===== src/rtl/box_filter_boundary_modes_defines.svh =====
// ----------------------------------------------------------------------------
// box filter assertion macros
// shared concurrent assertion forms, clocked on clk, reset by arst_n
// ----------------------------------------------------------------------------
`ifndef BOX_FILTER_BOUNDARY_MODES_DEFINES_SVH
`define BOX_FILTER_BOUNDARY_MODES_DEFINES_SVH

// antecedent implies consequent in the same cycle
`define BFBM_ASSERT_IMPL(lbl, ante, cons, msg) \
	lbl: assert property (@(posedge clk) disable iff (!arst_n) (ante) |-> (cons)) \
		else $error(msg);

// expression never true
`define BFBM_ASSERT_NEVER(lbl, expr, msg) \
	lbl: assert property (@(posedge clk) disable iff (!arst_n) !(expr)) \
		else $error(msg);

`endif


===== src/rtl/bfbm_pkg.sv =====
// ----------------------------------------------------------------------------
// bfbm_pkg
// shared types and constants of the box mean filter
// ----------------------------------------------------------------------------
`timescale 1ns / 1ps
package bfbm_pkg;
	localparam int MAX_ROWS   = 256;
	localparam int MAX_COLS   = 256;
	localparam int MAX_WINDOW = 31;
	localparam int DIM_W      = 9;
	localparam int IDX_W      = 8;
	localparam int POS_W      = 16;
	localparam int SUM_W      = 18;
	localparam int CNT_W      = 10;
	localparam int DVD_W      = SUM_W + 8;
	localparam int DIV_CNT_W  = 5;

	typedef enum logic [1:0] {
		BM_SYMMETRIC = 2'd0,
		BM_REPLICATE = 2'd1,
		BM_CIRCULAR  = 2'd2,
		BM_ZERO_PAD  = 2'd3
	} bfbm_mode_t;

	typedef enum logic [1:0] {
		REG_BORDER_MODE = 2'd0,
		REG_WINDOW_SIZE = 2'd1,
		REG_FRAME_ROWS  = 2'd2,
		REG_FRAME_COLS  = 2'd3
	} bfbm_reg_t;

	typedef struct packed {
		logic [1:0]       border_mode;
		logic [4:0]       window_size;
		logic [DIM_W-1:0] frame_rows;
		logic [DIM_W-1:0] frame_cols;
	} bfbm_cfg_t;

	typedef struct packed {
		logic load;
		logic start_read;
		logic win_start;
		logic win_step;
		logic mean_start;
		logic result_load;
	} bfbm_cmd_t;

	typedef struct packed {
		logic div_busy;
		logic win_last;
		logic err;
		logic out_free;
	} bfbm_sts_t;
endpackage


===== src/rtl/bfbm_ctrl.sv =====
// ----------------------------------------------------------------------------
// bfbm_ctrl
// sequencer: load, position divide, window sweep, mean divide, result; a config error skips to result
// ----------------------------------------------------------------------------
`timescale 1ns / 1ps
`include "box_filter_boundary_modes_defines.svh"
module bfbm_ctrl
	import bfbm_pkg::*;
(
	input  logic       clk,
	input  logic       arst_n,
	input  logic       req_valid,
	input  logic       req_type,
	output logic       req_ready,
	input  bfbm_sts_t  sts,
	output bfbm_cmd_t  cmd
);
	typedef enum logic [2:0] {
		S_IDLE, S_POS, S_WIN, S_DRAIN, S_MEAN, S_MDIV, S_RESULT
	} state_t;

	state_t state_q;

	always_comb begin
		cmd = '0;
		req_ready = (state_q == S_IDLE);
		case (state_q)
			S_IDLE: begin
				cmd.load       = req_valid && !req_type;
				cmd.start_read = req_valid && req_type;
			end
			S_POS:    cmd.win_start   = !sts.div_busy && !sts.err;
			S_WIN:    cmd.win_step    = 1'b1;
			S_MEAN:   cmd.mean_start  = 1'b1;
			S_RESULT: cmd.result_load = sts.out_free;
			default: ;
		endcase
	end

	always_ff @(posedge clk or negedge arst_n) begin
		if (!arst_n) begin
			state_q <= S_IDLE;
		end else begin
			case (state_q)
				S_IDLE:   if (cmd.start_read) state_q <= S_POS;
				S_POS: begin
					if (!sts.div_busy) state_q <= sts.err ? S_RESULT : S_WIN;
				end
				S_WIN:    if (sts.win_last) state_q <= S_DRAIN;
				S_DRAIN:  state_q <= S_MEAN;
				S_MEAN:   state_q <= S_MDIV;
				S_MDIV:   if (!sts.div_busy) state_q <= S_RESULT;
				S_RESULT: if (sts.out_free) state_q <= S_IDLE;
				default:  state_q <= S_IDLE;
			endcase
		end
	end

	`BFBM_ASSERT_IMPL(a_result_slot_free, cmd.result_load, sts.out_free, "result overwrite")
	`BFBM_ASSERT_NEVER(a_step_while_div, cmd.win_step && sts.div_busy, "sweep during divide")
	`BFBM_ASSERT_IMPL(a_ready_only_idle, req_ready, !sts.div_busy, "ready while dividing")
endmodule


===== config.mk =====
export PLATFORM = sky130hd
export DESIGN_NAME = bfbm_ctrl
export DESIGN_NICKNAME = d
export VERILOG_FILES = /design/src/rtl/bfbm_pkg.sv /design/src/rtl/bfbm_ctrl.sv
export VERILOG_INCLUDE_DIRS = /design/src /design/src/rtl
export SDC_FILE = /design/constraint.sdc
export NUM_CORES = 1
export LEC_CHECK = 0
export ABC_AREA = 0
export BUFFER_PORTS_ARGS = -buffer_cell sky130_fd_sc_hd__buf_4
export CORE_AREA = 2 2 39 41
export DETAILED_ROUTE_END_ITERATION = 7
export DIE_AREA = 0 0 41 43
export PLACE_DENSITY = 0.39
export SLEW_MARGIN = 5
export SYNTH_ARGS = -nofsm -noshare
export SYNTH_HDL_FRONTEND = slang
export SYNTH_SLANG_ARGS = --single-unit

===== constraint.sdc =====
create_clock -name clk -period 2.8 [get_ports clk]
set_clock_uncertainty 0.05 [all_clocks]
set_input_delay 0.28 -clock clk [delete_from_list [all_inputs] [get_ports clk]]
set_output_delay 0.28 -clock clk [all_outputs]
set_load 0.01 [all_outputs]

==> out/results.txt, run 1 <==
The number of antenna diodes in the final layout is 0. The highest attainable clock frequency came out at 0.6402 GHz. The logs give 0.08157 for the total global-route track usage and 9 for the maximum number of pins on one net before global-route repair. Detailed placement ended at an HPWL of 425.1 um.

Counting the fill cells in the layout gives 153. Setup repair after global routing left no endpoint under its margin. The die width works out to 41 um. Data on the critical path is required at its endpoint by 2470 ps. For this block, the via count after detailed routing is 240. STA classifies the critical path endpoint as an output pin.

The first detailed-routing pass ran for 4 iterations. The maximum VDD drop is 0.0003416 V, and the total CTS buffers is 3. The register with the most flip-flops in the layout has 3 of them. The y dimension of the die was 43 um; the number of setup violations in the final report was 0. The die covers 1763 um2.

The final layout contains routed wiring with a total length of 533 um. The critical-path cell with the highest stage delay was sky130_fd_sc_hd__dfrtp_1. The yosys synthesis warning count is 0. In the final routed layout, each cell accounts on average for 9.034 um. STA classifies the critical path startpoint as a flip-flop.

The share of cells above drive strength 1 is 0.4651. The run gives 228.1 ps as the post-route worst hold slack. Data on the critical path arrives at its endpoint at 1230 ps. The most critical setup path has its startpoint at state_q[1].

The tools report the number of top-level pins as 15. Beginning of the worst register-to-register path: state_q[0]. The run gives 1640 ps as the register-to-register path setup slack. The tools report the end of the critical path as cmd[4]. The first global-routing pass estimated 910 um of wire. The post-route minimum period works out to 1562 ps. The number of max-capacitance violations reported was 0.

The number of buffers inserted by hold repair at cts came out at 1. TritonCTS built the clock tree. For this run the aggregate overflow at the end of global routing stands at 0. In this run the cell area measured after placement is 326.6 um2.

The share of Yosys cell area claimed by the top area cell type came out at 0.3727. After synthesis the netlist holds a flip-flop and latch count of 3. The area growth from synthesis to layout is 80.12%.

Dividing total power by cell area gives a power density of 914.9 nW/um2. In this run, post-CTS repair resized a total of 0 instances. Number of port buffers: 14.

Top cell type by total area after synthesis: sky130_fd_sc_hd__dfrtp_1. By startpoint and endpoint, the worst setup path is classified as flip-flop to output pin. Maximum buffer depth of the clock tree: 2.

Leaving out fill and tap cells, the most frequent cell in the layout is sky130_fd_sc_hd__buf_4. Each instance of the synthesized netlist takes up on average 8.393 um2. The tools report the setup fix buffers added after clock tree synthesis as 0.

state_q holds more flip-flops than any other register. The worst relative slew slack is 0.8236. Startpoint of the most critical hold path: sts[2].

The synthesized netlist occupies a cell area of 201.4 um2. In this run, distinct cell masters in the synthesized netlist total 18. The total power draw is 0.0003320 W, and the initial antenna violation count is 0. For the sequential share of the synthesized area, the log shows 0.3727. Clock tree synthesis found a total of 3 sinks. The worst reg2reg path depth is 2. The tree is rooted in a sky130_fd_sc_hd__clkbuf_4.

The largest single stage delay on the critical path is 450 ps. Row generation in the floorplan step produced 14 rows. The analysis attributes to cell leakage a power of 0.1749 nW.

The run gives 0 ps as the summed negative setup slack over all endpoints. Slew at the pin closest to its max-slew limit: 262.2 ps. The tools report the maximum level of the CTS H-tree as 1. By area the synthesized netlist is led by sky130_fd_sc_hd__dfrtp_1, sky130_fd_sc_hd__a32o_1, sky130_fd_sc_hd__nor3_2. Net count after synthesis: 32. In the final layout, the registers with the most flip-flops are state_q: 3 flops. After clock tree synthesis, the clock-pin slew on the worst setup and hold paths is 40 ps.

The run finished with clean final reports. Synthesis produced a netlist whose cell count is 24. The detail route stage leaves a number of antenna-violating nets equal to 0. The share of the clock period used by the worst path is 0.5578. For this block, the initial DRC count from the detailed router was 12. In the layout the commonest cells are sky130_fd_sc_hd__buf_4, sky130_fd_sc_hd__clkbuf_4, sky130_fd_sc_hd__dfrtp_1. Reg-to-reg endpoint: state_q[0]. The number of max-slew violations in the final report is 0. The tools report the cell area after layout as 362.8 um2.

In the routed design, unresolved DRC markers number 0. For this run, the post-layout net count is 52. The insertion delay to the later sink of the worst-skew pair was 230 ps; the standard cell core area was 1384 um2. Starting density of the core: 0.1456.

The run gives 224 as the via count of the first global-routing pass. Using the TritonRoute via totals, the vias-per-cell ratio works out to 4.068. Path category of the worst min-delay check: input pin to flip-flop.

Of all nets on the critical path, the largest fanout is 7. Walking the worst path, the cells encountered are nor3_2 -> and3_1 -> buf_4. For the final count of hold timing violations, the log shows 0. At the end of routability-driven placement, the weighted congestion stood at 0.6666.
==> metrics by stage <==
stage | utilization | setup slack, ps | cells
final | 0.2622 | 1238 | 59
after global routing | 0.2622 | 1120 | 59
after CTS | 0.2622 | 1221 | 59
after detailed placement | 0.2360 | 1478 | 54
after global placement | 0.2360 | 1502 | 54
after floorplan | - | 1486 | 24
==> Yosys cell counts <==
cell type / count
sky130_fd_sc_hd__nand2b_1: 1
sky130_fd_sc_hd__nor2b_1: 1
sky130_fd_sc_hd__nor3b_1: 1
sky130_fd_sc_hd__nor4_1: 1
sky130_fd_sc_hd__and3_1: 1
sky130_fd_sc_hd__o21ai_0: 2
sky130_fd_sc_hd__nand2b_2: 1
sky130_fd_sc_hd__and2_1: 1
sky130_fd_sc_hd__dfrtp_1: 3
sky130_fd_sc_hd__o22ai_1: 1
sky130_fd_sc_hd__a21oi_1: 1
sky130_fd_sc_hd__nor3_2: 1
sky130_fd_sc_hd__nand2_1: 2
sky130_fd_sc_hd__nor2_2: 1
sky130_fd_sc_hd__a211o_1: 1
sky130_fd_sc_hd__inv_1: 2
sky130_fd_sc_hd__nor2_1: 2
sky130_fd_sc_hd__a32o_1: 1
==> layer usage <==
layer / vias to the layer above / wire [um] / track usage
met1: 103 / 235 / 0.1039
met4: 0 / 14 / 0.08000
met2: 12 / 232 / 0.09688
met5: - / 0 / 0
li1: 123 / - / -
met3: 2 / 50 / 0.03141
==> worst min path at each step <==
| stage | slack, ps | cells past startpoint | endpoint |
|---|---|---|---|
| detailed placement | 20 | 1 | state_q[0] |
| global placement | 20 | 1 | state_q[0] |
| global route | 250 | 2 | state_q[0] |
| finish | 230 | 2 | state_q[0] |
| floorplan | -70 | 0 | state_q[0] |
| CTS | 230 | 2 | state_q[0] |
==> report_power, final <==
part,total (W),internal (W),switching [W],leakage [nW]
clock network,0.0000756,0.0000534,0.0000222,0.0150
registers,0.000106,0.0000646,0.0000413,0.0369
logic,0.000151,0.0000857,0.0000648,0.123
total,0.000332,0.000204,0.000128,0.175
==> kinds of logic after synthesis <==
family,count (synthesis),share of synthesized area
flops,3,0.3727
buf+inv,2,0.03728
simple gates,13,0.3915
compound gates,6,0.1988
==> critical path, delay by kind of cell, from the launching register on <==
family	cells	cell delay, ps
buffers and inverters	1	110
AND/OR/NAND/NOR	2	430
flip-flops	1	450
==> final cells by class <==
| class | count | area, um2 | area share |
|---|---|---|---|
| sequential | 3 | 75.07 | 0.2069 |
| multi-input combinational | 19 | 118.9 | 0.3276 |
| inverter | 2 | 7.507 | 0.02069 |
| tap | 16 | 20.02 | 0.05517 |
| timing repair buffer | 15 | 115.1 | 0.3172 |
| clock buffer | 4 | 26.28 | 0.07241 |
Power figures use the tool's default switching activity.
==> inputs of run 2 (changes only) <==
Clock period 2.8 ns to 1.47 ns, I/O delays scaled along.
==> out/results.txt, run 2 (synthesis gave the netlist of run 1 again) <==
Clock edge transition at the registers on the reported setup and hold paths: 40 ps (about the same). The tools report the endpoint class of the critical path as an output pin. The logs give 425.1 um (unchanged) for the estimated wirelength of the detail-placed design and 0 (unchanged) for the initial antenna violation count.

The average detailed-routed wire length per instance is 9.288 um (+2.8%). For the final global-route overflow total, the log shows 0 (unchanged). The placement row count was 14 (unchanged); the average via count per standard cell was 4.153 (+2.1%). The run gives 0.0006711 W (+100%) as the total power draw.

The worst relative slew slack is 0.8568 (+0.03322), and the total area of sequential cells is 78.83 um2 (+5.0%). The share of cells above drive strength 1 came out at 0.5581 (+0.09302). Met2 track demand over resource: 0.09688 (unchanged). Setup repair after global routing could not meet its margin everywhere. The total routed wirelength is 548 um (+2.8%). The tools report the critical path launch point type as a flip-flop. TritonCTS built the clock tree. The y dimension of the die was 43 um (unchanged). The number of top-level pins was 15 (unchanged). CTS placed an instance of sky130_fd_sc_hd__clkbuf_4 at the clock tree root. The insertion delay to the later sink of the worst-skew pair was 230 ps (about the same).

Relative to the synthesized area, the layout overhead comes to 88.20%. The final count of hold timing violations was 0 (unchanged). The run gives 310 ps (-1330 ps) as the register-to-register path setup slack.

The tightest min-delay check is of the input pin to flip-flop type. The clock sink total is 3 (unchanged), and the power density over the cells is 1770 nW/um2 (+94%). The slew at the pin closest to its max-slew limit is 213.1 ps (-49.19 ps). The arrival time of the worst setup path was 1190 ps (-40 ps). The global routing met3 resource utilization is 0.03141 (unchanged). The fraction of met1 tracks used by global routing was 0.1039 (unchanged). For the total global-route track usage, the log shows 0.08157 (unchanged).

Share of the clock period used by the worst path: 0.9468. The via count of the first global-routing pass was 224 (unchanged); the summed negative setup slack over all endpoints was 0 ps (unchanged). Number of port buffers: 14 (unchanged). The standby leakage power came out at 0.1730 nW (-1.1%). The tools report the number of optimization iterations in the first detailed-route pass as 4 (unchanged). The logs give 0.1456 (unchanged) for the starting density of the core and 0.7185 GHz for the highest attainable clock frequency. The tools report the number of setup violations in the final report as 0 (unchanged).

The logs give 131.4 um2 (+11%) for the multi-input logic area and 0 (unchanged) for the setup fix buffers added after clock tree synthesis. The number of inserted diodes is 0 (unchanged), and the fill cell instance count of the final layout is 154 (+0.65%). After global routing, the most crowded layer is met1. For the data required time of the worst path, the log shows 1270 ps (-1200 ps). Ranked by flip-flop count, first place goes to state_q. The library cell used most frequently in the layout, excluding fill and tap cells, is sky130_fd_sc_hd__buf_4. The vias after detailed routing is 245 (+2.1%), and the top fanout value on the critical path is 7 (unchanged). The tools report the number of DRC violations after detailed routing as 0 (unchanged).

Number of max-slew violations in the final report: 0 (unchanged). The global-route wire length before repair is 910 um (unchanged), and the number of max-capacitance violations reported is 0 (unchanged). The worst setup path is of the flip-flop to output pin kind. The maximum buffer depth of the clock tree came out at 2 (unchanged). The standard cell core area was 1384 um2 (unchanged); the flip-flop count of the largest register after layout was 3 (unchanged).

The maximum number of pins on one net before global-route repair came out at 9 (unchanged). In the layout the commonest cells are sky130_fd_sc_hd__buf_4, sky130_fd_sc_hd__clkbuf_4, sky130_fd_sc_hd__dfrtp_2. Total CTS buffers: 3 (unchanged). The run finished with clean final reports.

The tools report the net count reported at finish as 52 (unchanged). For the routability congestion estimate from global placement, the log shows 0.6666 (unchanged). In the final layout, the registers with the most flip-flops are state_q: 3 flops. The die width is 41 um (unchanged), and the overall die area is 1763 um2 (unchanged).

The remaining antenna violation count was 0 (unchanged); the maximum VDD drop was 0.0006813 V (+99%). The run gives 7 (-5) as the count of routing violations after the opening detailed-route iteration. Maximum level of the CTS H-tree: 1 (unchanged).

The post-route minimum period came out at 1392 ps.
## run 2: cell counts in the layout (fill, tap and decap cells not counted)
No cell type changed its count.
## run 2: layout make-up
cell class / instances / share of cell area
Clock buffer: 4 / 0.06931
Tap cell: 16 / 0.05281
Timing Repair Buffer: 15 / 0.3036
Sequential cell: 3 / 0.2079
Multi-Input combinational cell: 19 / 0.3465
Inverter: 2 / 0.01980
## run 2: what timing repair did
action                                  4_1_cts  5_1_grt
hold buffers                                  1        0
endpoints found under the setup margin        0        3
hold endpoints to repair                      3        0
gates resized for setup                       0        5
## run 2: final timing paths
kind                               to  cells past startpoint        from
max                            cmd[4]                      3  state_q[0]
min                        state_q[0]                      2      sts[2]
max reg2reg                state_q[0]                      2  state_q[0]
min reg2reg                state_q[1]                      1  state_q[1]
max in group asynchronous  state_q[2]                      2      arst_n
min in group asynchronous  state_q[1]                      2      arst_n
## run 2: critical path, cell delays in order (launching register included)
cell                      delay (ps)
sky130_fd_sc_hd__dfrtp_2         450
sky130_fd_sc_hd__nor3_4          220
sky130_fd_sc_hd__and3_1          180
sky130_fd_sc_hd__buf_4           110
## run 2: power by group
part           internal (W)  switching, W
registers          0.000131     0.0000969
clock network      0.000102     0.0000420
logic              0.000174      0.000125
## run 2: routing by layer
layer / wire length (um) / part of all wire / vias to the layer above
met3: 50 / 0.091 / 2
met5: 0 / 0 / -
met2: 242 / 0.44 / 12
met4: 14 / 0.026 / 0
met1: 240 / 0.44 / 105
li1: - / - / 126
## run 2: per-stage QoR
step	hold slack (ps)	worst slack (ps)	cell area, um2	cells	utilization
detailed placement	-112.8	281.1	326.6	54	0.2360
floorplan	-198.6	289.3	201.4	24	-
global placement	-113.9	293.5	326.6	54	0.2360
global route	109.7	0.2734	379.1	59	0.2740
CTS	94.98	24.37	362.8	59	0.2622
finish	96.87	78.20	379.1	59	0.2740
